$ cat src/rtl/rtac_pkg.sv
// -----------------------------------------------------------------------------
// rtac_pkg
// Types, widths and helper functions of the radix to ASCII converter.
// -----------------------------------------------------------------------------
package rtac_pkg;

   localparam int VALUE_W       = 63;
   localparam int RADIX_W       = 6;
   localparam int CHAR_W        = 7;
   localparam int MAX_DIGITS    = 64;
   localparam int ADDR_W        = $clog2(MAX_DIGITS);
   localparam int CNT_W         = ADDR_W + 1;
   localparam int DIV_W         = VALUE_W + 1;
   localparam int BITS_PER_STEP = 8;
   localparam int DIV_CYCLES    = DIV_W / BITS_PER_STEP;
   localparam int STEP_W        = $clog2(DIV_CYCLES);

   localparam logic [RADIX_W-1:0] RADIX_MIN    = RADIX_W'(2);
   localparam logic [RADIX_W-1:0] RADIX_MAX    = RADIX_W'(36);
   localparam logic [RADIX_W-1:0] DECIMAL_BASE = RADIX_W'(10);
   localparam logic [7:0]         ASCII_ZERO   = 8'h30;
   localparam logic [7:0]         ASCII_ALPHA  = 8'd87;

   typedef enum logic [1:0] {
      ST_IDLE,
      ST_DIVIDE,
      ST_EMIT
   } state_type;

   typedef struct packed {
      logic load;
      logic next;
   } div_ctl_type;

   typedef struct packed {
      logic done;
      logic quot_zero;
   } div_stat_type;

   function automatic logic [RADIX_W-1:0] clamp_radix(input logic [RADIX_W-1:0] radix);
      logic [RADIX_W-1:0] base;
      base = radix;
      if (radix < RADIX_MIN) begin
         base = RADIX_MIN;
      end else if (radix > RADIX_MAX) begin
         base = RADIX_MAX;
      end
      return base;
   endfunction

   function automatic logic [CHAR_W-1:0] digit_to_ascii(input logic [RADIX_W-1:0] digit);
      logic [7:0] sum;
      if (digit < DECIMAL_BASE) begin
         sum = ASCII_ZERO + {2'b00, digit};
      end else begin
         sum = ASCII_ALPHA + {2'b00, digit};
      end
      return sum[CHAR_W-1:0];
   endfunction

endpackage

$ cat src/rtl/rtac_div.sv
// -----------------------------------------------------------------------------
// rtac_div
// Shared divider: divides the working value by the base, several quotient
// bits per cycle, and keeps the quotient in place for the next digit.
// -----------------------------------------------------------------------------
module rtac_div
   import rtac_pkg::*;
(
   input  logic               clock,
   input  logic               reset,
   input  div_ctl_type        ctl,
   input  logic [VALUE_W-1:0] dividend,
   input  logic [RADIX_W-1:0] divisor,
   output div_stat_type       stat,
   output logic [RADIX_W-1:0] remainder
);

   logic [DIV_W-1:0]         work_ff;
   logic [DIV_W-1:0]         work_in;
   logic [RADIX_W-1:0]       rem_ff;
   logic [RADIX_W-1:0]       rem_in;
   logic [RADIX_W-1:0]       divisor_ff;
   logic [STEP_W-1:0]        step_ff;
   logic                     active_ff;
   logic                     done_ff;
   logic [BITS_PER_STEP-1:0] quot_bits;
   logic [RADIX_W-1:0]       rem_next;

   // Restoring division, one quotient bit per inner step. The partial
   // remainder stays below the divisor, so each step is a narrow compare.
   always_comb begin
      logic [RADIX_W:0] trial;
      logic [RADIX_W-1:0] r;
      r = rem_ff;
      quot_bits = '0;
      for (int i = 0; i < BITS_PER_STEP; i++) begin
         trial = {r, work_ff[DIV_W-1-i]};
         if (trial >= {1'b0, divisor_ff}) begin
            r = RADIX_W'(trial - {1'b0, divisor_ff});
            quot_bits[BITS_PER_STEP-1-i] = 1'b1;
         end else begin
            r = trial[RADIX_W-1:0];
         end
      end
      rem_next = r;
   end

   always_comb begin
      work_in = work_ff;
      rem_in  = rem_ff;
      if (ctl.load) begin
         work_in = {1'b0, dividend};
         rem_in  = '0;
      end else if (ctl.next) begin
         rem_in = '0;
      end else if (active_ff) begin
         work_in = {work_ff[DIV_W-BITS_PER_STEP-1:0], quot_bits};
         rem_in  = rem_next;
      end
   end

   always_ff @(posedge clock) begin
      work_ff <= work_in;
      rem_ff  <= rem_in;
      if (ctl.load) begin
         divisor_ff <= divisor;
      end
   end

   always_ff @(posedge clock) begin
      if (reset) begin
         active_ff <= 1'b0;
         done_ff   <= 1'b0;
         step_ff   <= '0;
      end else begin
         done_ff <= 1'b0;
         if (ctl.load || ctl.next) begin
            active_ff <= 1'b1;
            step_ff   <= '0;
         end else if (active_ff) begin
            step_ff <= step_ff + STEP_W'(1);
            if (step_ff == STEP_W'(DIV_CYCLES - 1)) begin
               active_ff <= 1'b0;
               done_ff   <= 1'b1;
            end
         end
      end
   end

   assign stat.done      = done_ff;
   assign stat.quot_zero = (work_ff == '0);
   assign remainder      = rem_ff;

endmodule

$ cat src/rtl/rtac_mem.sv
// -----------------------------------------------------------------------------
// rtac_mem
// Digit store: one write port and one registered read port.
// -----------------------------------------------------------------------------
module rtac_mem
   import rtac_pkg::*;
(
   input  logic               clock,
   input  logic               wr_en,
   input  logic [ADDR_W-1:0]  wr_addr,
   input  logic [RADIX_W-1:0] wr_data,
   input  logic               rd_en,
   input  logic [ADDR_W-1:0]  rd_addr,
   output logic [RADIX_W-1:0] rd_data
);

   logic [RADIX_W-1:0] store_ff [MAX_DIGITS];
   logic [RADIX_W-1:0] rd_data_ff;

   always_ff @(posedge clock) begin
      if (wr_en) begin
         store_ff[wr_addr] <= wr_data;
      end
   end

   always_ff @(posedge clock) begin
      if (rd_en) begin
         rd_data_ff <= store_ff[rd_addr];
      end
   end

   assign rd_data = rd_data_ff;

endmodule

$ cat src/rtl/radix_to_ascii_converter.sv
// -----------------------------------------------------------------------------
// radix_to_ascii_converter
// Each digit is the remainder of one pass of the divider over the 64-bit working
// word and is stored as soon as that pass is done; once the quotient is zero, the
// digits are sent as characters, most significant first. A new request is taken
// only in idle, after the last character has been issued; up to 63 digits.
// Characters leave back to back. Synchronous reset returns to idle.
// -----------------------------------------------------------------------------
module radix_to_ascii_converter
   import rtac_pkg::*;
(
   input  logic               clock,
   input  logic               reset,
   input  logic               start,
   output logic               busy,
   input  logic [VALUE_W-1:0] req_value,
   input  logic [RADIX_W-1:0] req_radix,
   output logic               rsp_valid,
   output logic [CHAR_W-1:0]  rsp_digit_char,
   output logic               rsp_last_digit
);

   state_type          state_ff;
   state_type          state_in;
   logic [CNT_W-1:0]   count_ff;
   logic [CNT_W-1:0]   count_in;
   logic [ADDR_W-1:0]  addr_ff;
   logic [ADDR_W-1:0]  addr_in;
   logic               issued_ff;
   logic               issued_in;
   logic               last_ff;
   logic               last_in;
   div_ctl_type        div_ctl;
   div_stat_type       div_stat;
   logic [RADIX_W-1:0] div_rem;
   logic               mem_wr_en;
   logic               mem_rd_en;
   logic [RADIX_W-1:0] mem_rd_data;

   rtac_div u_div (
      .clock     (clock),
      .reset     (reset),
      .ctl       (div_ctl),
      .dividend  (req_value),
      .divisor   (clamp_radix(req_radix)),
      .stat      (div_stat),
      .remainder (div_rem)
   );

   rtac_mem u_mem (
      .clock   (clock),
      .wr_en   (mem_wr_en),
      .wr_addr (count_ff[ADDR_W-1:0]),
      .wr_data (div_rem),
      .rd_en   (mem_rd_en),
      .rd_addr (addr_ff),
      .rd_data (mem_rd_data)
   );

   always_ff @(posedge clock) begin
      if (reset) begin
         state_ff  <= ST_IDLE;
         count_ff  <= '0;
         addr_ff   <= '0;
         issued_ff <= 1'b0;
         last_ff   <= 1'b0;
      end else begin
         state_ff  <= state_in;
         count_ff  <= count_in;
         addr_ff   <= addr_in;
         issued_ff <= issued_in;
         last_ff   <= last_in;
      end
   end

   // Division repeats until the quotient is zero, so a zero value still
   // produces the single digit zero. Digits are then read back in reverse.
   always_comb begin
      state_in     = state_ff;
      count_in     = count_ff;
      addr_in      = addr_ff;
      issued_in    = 1'b0;
      last_in      = 1'b0;
      div_ctl.load = 1'b0;
      div_ctl.next = 1'b0;
      mem_wr_en    = 1'b0;
      mem_rd_en    = 1'b0;
      unique case (state_ff)
         ST_IDLE: begin
            if (start) begin
               div_ctl.load = 1'b1;
               count_in     = '0;
               state_in     = ST_DIVIDE;
            end
         end
         ST_DIVIDE: begin
            if (div_stat.done) begin
               mem_wr_en = 1'b1;
               count_in  = count_ff + CNT_W'(1);
               if (div_stat.quot_zero) begin
                  addr_in  = count_ff[ADDR_W-1:0];
                  state_in = ST_EMIT;
               end else begin
                  div_ctl.next = 1'b1;
               end
            end
         end
         ST_EMIT: begin
            mem_rd_en = 1'b1;
            issued_in = 1'b1;
            last_in   = (addr_ff == '0);
            if (addr_ff == '0) begin
               state_in = ST_IDLE;
            end else begin
               addr_in = addr_ff - ADDR_W'(1);
            end
         end
         default: begin
            state_in = ST_IDLE;
         end
      endcase
   end

   assign busy           = (state_ff != ST_IDLE);
   assign rsp_valid      = issued_ff;
   assign rsp_last_digit = last_ff;
   assign rsp_digit_char = digit_to_ascii(mem_rd_data);

endmodule

$ cat config.mk
export PLATFORM = sky130hd
export DESIGN_NAME = radix_to_ascii_converter
export DESIGN_NICKNAME = d
export VERILOG_FILES = /design/src/rtl/rtac_pkg.sv /design/src/rtl/rtac_div.sv /design/src/rtl/rtac_mem.sv /design/src/rtl/radix_to_ascii_converter.sv
export SDC_FILE = /design/constraint.sdc
export NUM_CORES = 1
export LEC_CHECK = 0
export BUFFER_PORTS_ARGS = -buffer_cell sky130_fd_sc_hd__clkbuf_2
export CAP_MARGIN = 20
export CELL_PAD_IN_SITES_DETAIL_PLACEMENT = 1
export CELL_PAD_IN_SITES_GLOBAL_PLACEMENT = 1
export CORE_ASPECT_RATIO = 0.5
export CORE_MARGIN = 4
export CORE_UTILIZATION = 41
export CTS_CLUSTER_SIZE = 25
export DETAILED_ROUTE_END_ITERATION = 16
export PLACE_DENSITY = 0.75
export SYNTH_ARGS = -nofsm -noshare
export SYNTH_HDL_FRONTEND = slang
export SYNTH_SLANG_ARGS = --single-unit
export TNS_END_PERCENT = 1
$ cat constraint.sdc
create_clock -name clock -period 28.2 [get_ports clock]
set_input_delay 5.64 -clock clock [delete_from_list [all_inputs] [get_ports clock]]
set_output_delay 5.64 -clock clock [all_outputs]
set_load 0.005 [all_outputs]
; ---- Yosys cells after proc, flatten, opt, wreduce, memory -nomap -nowiden
; Memories as Yosys holds them, arrays and structs flattened. A register that Yosys moved wholly into a read port is not among the register bits.
; Index checks and enable logic that the tools add are counted.
[totals]
memories = 1
output_inout_bits = 10
ram_bits = 384
regBits = 98
word_cells = 115
inputBits = 72
[classes]
eq_ne = 9
order_cmp = 11
reduce_logical = 18
add_sub_neg = 13
n_mux = 47
bitwise_logic = 3
[memory_table]
columns = memory, depth, width, rd, rd_ports_with_merged_regs, write_ports, line_no
row1 = u_mem.store_ff, 64, 6, 1, 1, 1, rtac_mem.sv:17  ; logic [RADIX_W-1:0] store_ff [MAX_DIGITS];
[ops]
columns = operator, count
row1 = 2-to-1 mux 63 bit, 3
row2 = 2-to-1 mux 6 bit, 12
row3 = zero test 64 bit, 1
row4 = greater-or-equal comparator 7 x 6 -> 1 bit, 8
row5 = subtractor 6 bit, 8
row6 = 2-to-1 mux 1 bit, 22
row7 = 2-to-1 mux 7 bit, 3
row8 = one-hot mux 7 bit (2 select lines), 1
row9 = one-hot mux 6 bit (2 select lines), 1
row10 = 2-to-1 mux 2 bit, 4
row11 = "inequality test 2 bit, second input constant", 4
row12 = AND reduction 4 bit, 2
row13 = nonzero test 2 bit, 4
row14 = OR reduction 2 bit, 4
row15 = "adder 6 x 6 -> 7 bit, first input constant", 1
row16 = "adder 7 x 1 -> 7 bit, second input constant", 1
row17 = "adder 7 x 6 -> 7 bit, first input constant", 1
row18 = "> comparator 6 bit, second input constant", 1
row19 = zero test 6 bit, 1
row20 = "< comparator 6 x 2 -> 1 bit, second input constant", 1
row21 = "< comparator 6 x 4 -> 1 bit, second input constant", 1
row22 = one-hot mux 2 bit (3 select lines), 1
row23 = "subtractor 6 x 1 -> 6 bit, second input constant", 1
row24 = "inequality test 2 x 1 -> 1 bit, second input constant", 2
row25 = other kinds (10), 13

; ---- Depth between registers and ports, before layout
[logic_depth]
ltp_word = 19
mapped_depth = 85
mapped_depth_nobuf = 79

; ---- Modules after synthesis
; Synthesis repeated with hierarchy kept, for this count alone.
[unflattened]
cells_unflattened = 1417
area_unflattened_um2 = 22520.3
[by_module_without_submodules]
columns = module, cells_each, seq_area_each_um2, n_inst, area_per_inst_um2
row1 = rtac_mem, 720, 11711.2, 1, 15285.9
row2 = rtac_div, 560, 2312.2, 1, 6158.4
row3 = radix_to_ascii_converter, 137, 320.3, 1, 1076.0

; ---- Least setup slack after synthesis
; OpenSTA, ideal clock, no wires.
[synth_timing]
path_type = register to register
startpoint = register u_div.rem_ff[4], in the netlist u_div.remainder[4]
endpoint = register u_div.rem_ff[0], in the netlist u_div.remainder[0]
n_path_buf = 7
period_less_slack_ns = 16.327
required_ns = 28.119
setup_ns = 0.081
stages_incl_launch_ff = 79
path_slack_ns = 11.873
arrival_time_ns = 16.247
cell_sequence = dfxtp_1 > ha_1 > buf_4 > nand3_1 > and2_1 > o21ai_0 > o21ai_0 > inv_1 > ha_1 > a21oi_1 > o21bai_1 > a221o_1 > or2_1 > buf_2 > buf_2 > o21a_1 > ha_1 > or2_2 > [... 43 more ...] > a21o_1 > a21o_1 > a211o_1 > nor2_1 > a22oi_1 > buf_2 > a21oi_1 > ha_1 > a21o_1 > a21o_1 > a21o_1 > a21o_1 > a31o_2 > a21o_1 > a2111o_1 > buf_6 > mux2_4 > a211oi_2
[synth_via]
elab_chain_cells = 16
word_cells_on_any_way = 23
classes_between = add/sub: 7 / order compare: 8 / mux: 8
[synth_lines]
columns = element, line_no
row1 = start: declaration, rtac_div.sv:20  ; logic [RADIX_W-1:0] rem_ff;
row2 = start signal: assignment, rtac_div.sv:64  ; rem_ff <= rem_in;
row3 = subtractor 6 bit / greater-or-equal comparator 7 x 6 -> 1 bit (equally long branches), "rtac_div.sv:39, rtac_div.sv:38"
row4 = 2-to-1 mux 6 bit *, rtac_div.sv:38  ; if (trial >= {1'b0, divisor_ff}) begin
row5 = greater-or-equal comparator 7 x 6 -> 1 bit / subtractor 6 bit (equally long branches), "rtac_div.sv:38, rtac_div.sv:39"
row6 = 2-to-1 mux 6 bit *, rtac_div.sv:38
row7 = subtractor 6 bit / greater-or-equal comparator 7 x 6 -> 1 bit (equally long branches), "rtac_div.sv:39, rtac_div.sv:38"
row8 = 2-to-1 mux 6 bit *, rtac_div.sv:38
row9 = subtractor 6 bit / greater-or-equal comparator 7 x 6 -> 1 bit (equally long branches), "rtac_div.sv:39, rtac_div.sv:38"
row10 = 2-to-1 mux 6 bit *, rtac_div.sv:38
row11 = subtractor 6 bit / greater-or-equal comparator 7 x 6 -> 1 bit (equally long branches), "rtac_div.sv:39, rtac_div.sv:38"
row12 = 2-to-1 mux 6 bit *, rtac_div.sv:38
row13 = subtractor 6 bit / greater-or-equal comparator 7 x 6 -> 1 bit (equally long branches), "rtac_div.sv:39, rtac_div.sv:38"
row14 = 2-to-1 mux 6 bit *, rtac_div.sv:38
row15 = subtractor 6 bit / greater-or-equal comparator 7 x 6 -> 1 bit (equally long branches), "rtac_div.sv:39, rtac_div.sv:38"
row16 = 2-to-1 mux 6 bit *, rtac_div.sv:38
row17 = greater-or-equal comparator 7 x 6 -> 1 bit *, rtac_div.sv:38
row18 = 2-to-1 mux 6 bit *, rtac_div.sv:38
; Every way passes the cells marked *; elsewhere a longest branch is shown, timed or not.
; A chain may end at the register's enable or synchronous reset.

; ---- Worst setup path after layout
[layout_timing]
startpoint = register u_div.divisor_ff[1]
endpoint = register u_div.rem_ff[0], in the netlist u_div.remainder[0]
[layout_via]
elab_chain_cells = 16
word_cells_on_any_way = 23
classes_between = add/sub: 7 / order compare: 8 / mux: 8
[layout_lines]
columns = element, line_no
row1 = start: declaration, rtac_div.sv:22  ; logic [RADIX_W-1:0] divisor_ff;
row2 = start signal: assignment, rtac_div.sv:66  ; divisor_ff <= divisor;
row3 = subtractor 6 bit / greater-or-equal comparator 7 x 6 -> 1 bit (equally long branches), "rtac_div.sv:39, rtac_div.sv:38"
row4 = 2-to-1 mux 6 bit, rtac_div.sv:38
row5 = subtractor 6 bit / greater-or-equal comparator 7 x 6 -> 1 bit (equally long branches), "rtac_div.sv:39, rtac_div.sv:38"
row6 = 2-to-1 mux 6 bit, rtac_div.sv:38
row7 = subtractor 6 bit / greater-or-equal comparator 7 x 6 -> 1 bit (equally long branches), "rtac_div.sv:39, rtac_div.sv:38"
row8 = 2-to-1 mux 6 bit, rtac_div.sv:38
row9 = subtractor 6 bit / greater-or-equal comparator 7 x 6 -> 1 bit (equally long branches), "rtac_div.sv:39, rtac_div.sv:38"
row10 = 2-to-1 mux 6 bit, rtac_div.sv:38
row11 = subtractor 6 bit / greater-or-equal comparator 7 x 6 -> 1 bit (equally long branches), "rtac_div.sv:39, rtac_div.sv:38"
row12 = 2-to-1 mux 6 bit, rtac_div.sv:38
row13 = greater-or-equal comparator 7 x 6 -> 1 bit / subtractor 6 bit (equally long branches), "rtac_div.sv:38, rtac_div.sv:39"
row14 = 2-to-1 mux 6 bit, rtac_div.sv:38
row15 = subtractor 6 bit / greater-or-equal comparator 7 x 6 -> 1 bit (equally long branches), "rtac_div.sv:39, rtac_div.sv:38"
row16 = 2-to-1 mux 6 bit, rtac_div.sv:38
row17 = greater-or-equal comparator 7 x 6 -> 1 bit *, rtac_div.sv:38
row18 = 2-to-1 mux 6 bit *, rtac_div.sv:38
; Marks and branches as above.

==> flow_summary_export.csv <==
group,metric,value,unit
place,hpwl,37700,µm
synthesis,syn_area_per_cell,13.7,µm²
finish,drive_gt1_frac,0.150,
sta,fin_tns_setup,0,ns
global_routing,grt_max_degree,71,
place,place_congestion,0.808,
critical_path,cp.arrival,18.76,ns
status,status,"finished clean",
critical_path,critPathMaxFanout,15,
floorplanning,rows,60,
synthesis,synthesis.nets,1779,
global_routing,grt_pass1_wl,88500,µm
floorplanning,dieArea,0.0588,mm²
sta,slew-limit-headroom,0.290,
sta,setup_viol_count_final,0,
routing,vias,13900,
routing,drt_iter0_drc,1224,
clock_tree,holdBufCountCts,0,
min_path,hp-class,"reg -> reg",
synthesis,synth-edff-count,459,
routing,firstDrtPassIters,7,
floorplanning,core_area,0.0539,mm²
sta,finalCritPeriodShare,0.648,
synthesis,async_flop_share,0,
clock_tree,clk_pin_slew_worst_paths,0.06,ns
finish,diodes,0,
min_path,hp-start,"u_div.step_ff[2]",
synthesis,yosys_warnings,0,
routing,ant_nets,0,
clock_tree,root_buffer,"clkbuf_16",
synthesis,ys_top_cells_by_count,"459 x edfxtp_1, 218 x nand2_1, 133 x nor2_1, 111 x mux2i_1, 62 x a21oi_1",
clock_tree,cts_made_buffers,45,
global_routing,overflow,0,
synthesis,ys.flop_type,"edfxtp_1",
clock_tree,post-cts-setup-buffers,0,
clock_tree,cts_tree,"done",
synthesis,synthTopCellsByArea,"edfxtp_1 61%, mux2i_1 5.0%, mux4_2 4.8%, nand2_1 3.6%, ha_1 3.2%",
critical_path,crit_type,"reg -> reg",
floorplanning,ios,82,
routing,drc,0,
synthesis,ys_types,73,
synthesis,ys_seq_area_frac,0.639,
synthesis,synth_cells,1642,
run,maxCapViolCount,0,
routing,routed_wl,57600,µm
routing,wl_per_cell,23.5,µm
sta,skew,0.0351,ns
floorplanning,chipWidth,339,µm
critical_path,r2r_slack,9.92,ns
critical_path,critPathCaptureType,"register",
critical_path,max_stage_delay,0.69,ns
synthesis,syn_area,0.0224,mm²
critical_path,worst_setup_path_start_kind,"register",
routing,post_drt_via_cell_ratio,5.66,
place,numPortBuffers,81,
critical_path,worst_path_most_repeated_cell,"a21o_1",
sta,tightest_slew,1.06,ns
floorplanning,die_h,173,µm
synthesis,yosysTopAreaCell,"edfxtp_1",
critical_path,critPathSlowestCell,"edfxtp_1",
clock_tree,htreeDepth,2,
sta,fmax,0.0547,GHz
sta,slew_violations,0,
critical_path,cp_data_required_time,28.68,ns
global_routing,antenna_found_initial,0,
clock_tree,clockBufferDepth,3,
sta,fin_crit,18.28,ns
sta,rsz0062_at_grt,"no",
clock_tree,insertion_delay,0.59,ns
global_routing,first_global_vias,14900,
sta,hold_viol,0,
finish,area_growth,11.5,%
floorplanning,initial_utilization,0.416,
synthesis,synth_most_common_cell,"edfxtp_1",
critical_path,timing.rr.start,"u_div.divisor_ff[1]",
synthesis,synth_top_area_frac,0.614,
global_routing,grt_usage,0.193,
clock_tree,cts_resized,0,
finish,layout.nets,1843,
critical_path,critPathLaunch,"u_div.divisor_ff[1]",
clock_tree,cts_num_sinks,487,
synthesis,synth-seq-cells,487,
[cell families (layout without fill, tap and decap cells)]
logic type	after synthesis	after routing	synth area share
AO/OA/AOI/OAI	258	258	0.0804
XOR/XNOR	35	35	0.0137
adder cells (fa/ha/maj)	66	66	0.0394
buffers and inverters	134	232	0.0233
flip-flops	487	487	0.639
multiplexers	179	179	0.109
AND/OR/NAND/NOR	483	483	0.0952
[worst paths after layout]
kind	to	cells after the start
worst max-delay path	u_div.remainder[0]	74
worst min-delay path	u_div.step_ff[2]	2
worst max register to register	u_div.remainder[0]	74
worst min register to register	u_div.step_ff[2]	2
[registers in the layout (all words and copies together), names as in the netlist, 2 cells and up]
name and count:
state_ff 2, u_div.remainder 6, u_div.divisor_ff 6, u_div.work_ff 64, u_mem.rd_data 6, addr_ff 6
u_div.step_ff 3, count_ff 6, u_mem.store_ff 384
[cell usage in the layout, fill, tap and decap left out, types with 12 or more instances in the layout]
master / Yosys / routed
a21o_1: 17 / 17
xor2_1: 13 / 13
mux4_2: 48 / 48
nand3_1: 14 / 14
nor3_1: 25 / 25
clkbuf_1: 56 / 15
clkbuf_2: 0 / 81
o21ai_0: 32 / 32
buf_4: 1 / 18
nor2b_1: 12 / 12
mux2i_1: 111 / 111
clkbuf_16: 0 / 45
dfxtp_1: 28 / 20
nand2b_1: 15 / 15
o22ai_1: 25 / 25
a211oi_1: 17 / 17
mux2_2: 14 / 14
inv_1: 50 / 50
xnor2_1: 22 / 22
edfxtp_1: 459 / 459
nand2_1: 218 / 216
nor2_1: 133 / 133
a21oi_1: 62 / 62
ha_1: 57 / 57
o221ai_1: 49 / 49
nor4_1: 21 / 21
[per-layer routing]
metal | global-route usage | vias up | wire length [µm]
met5 | 0 | - | 0
met1 | 0.248 | 7046 | 24100
met2 | 0.335 | 388 | 28600
met3 | 0.0336 | 94 | 3060
li1 | - | 6362 | -
met4 | 0.0645 | 0 | 1780
[critical path: cells and delay by family (launching register included)]
| family | cells | cell delay (ns) |
|---|---|---|
| compound gates | 41 | 10.07 |
| fa+ha+maj | 8 | 2.52 |
| buf+inv | 5 | 0.89 |
| flops | 1 | 0.69 |
| mux | 5 | 1.68 |
| simple gates | 15 | 2.32 |
[stage by stage]
stage,instances,setup slack (ns),utilization,hold slack (ns),area [µm²]
after floorplan,1642,11.87,-,0.480,22400
after global placement,2371,10.80,0.437,0.514,23600
after detailed placement,2371,10.0,0.437,0.521,23600
after CTS,2452,9.91,0.464,0.534,25000
after global routing,2453,8.51,0.464,0.566,25000
final,2453,9.92,0.464,0.537,25000
[area by class of cell]
cell class / count / area (µm²)
fillers: 5543 / 28900
flip-flops and latches: 487 / 14400
multi-input cells: 1021 / 7580
clock buffers: 64 / 1240
well taps: 713 / 892
repair buffers: 100 / 546
clock inverters: 17 / 228
inverters: 51 / 191
Power is left out: the tool's default activity adds up to more than one toggle a clock period on the data nets, which glitch-free logic cannot reach.
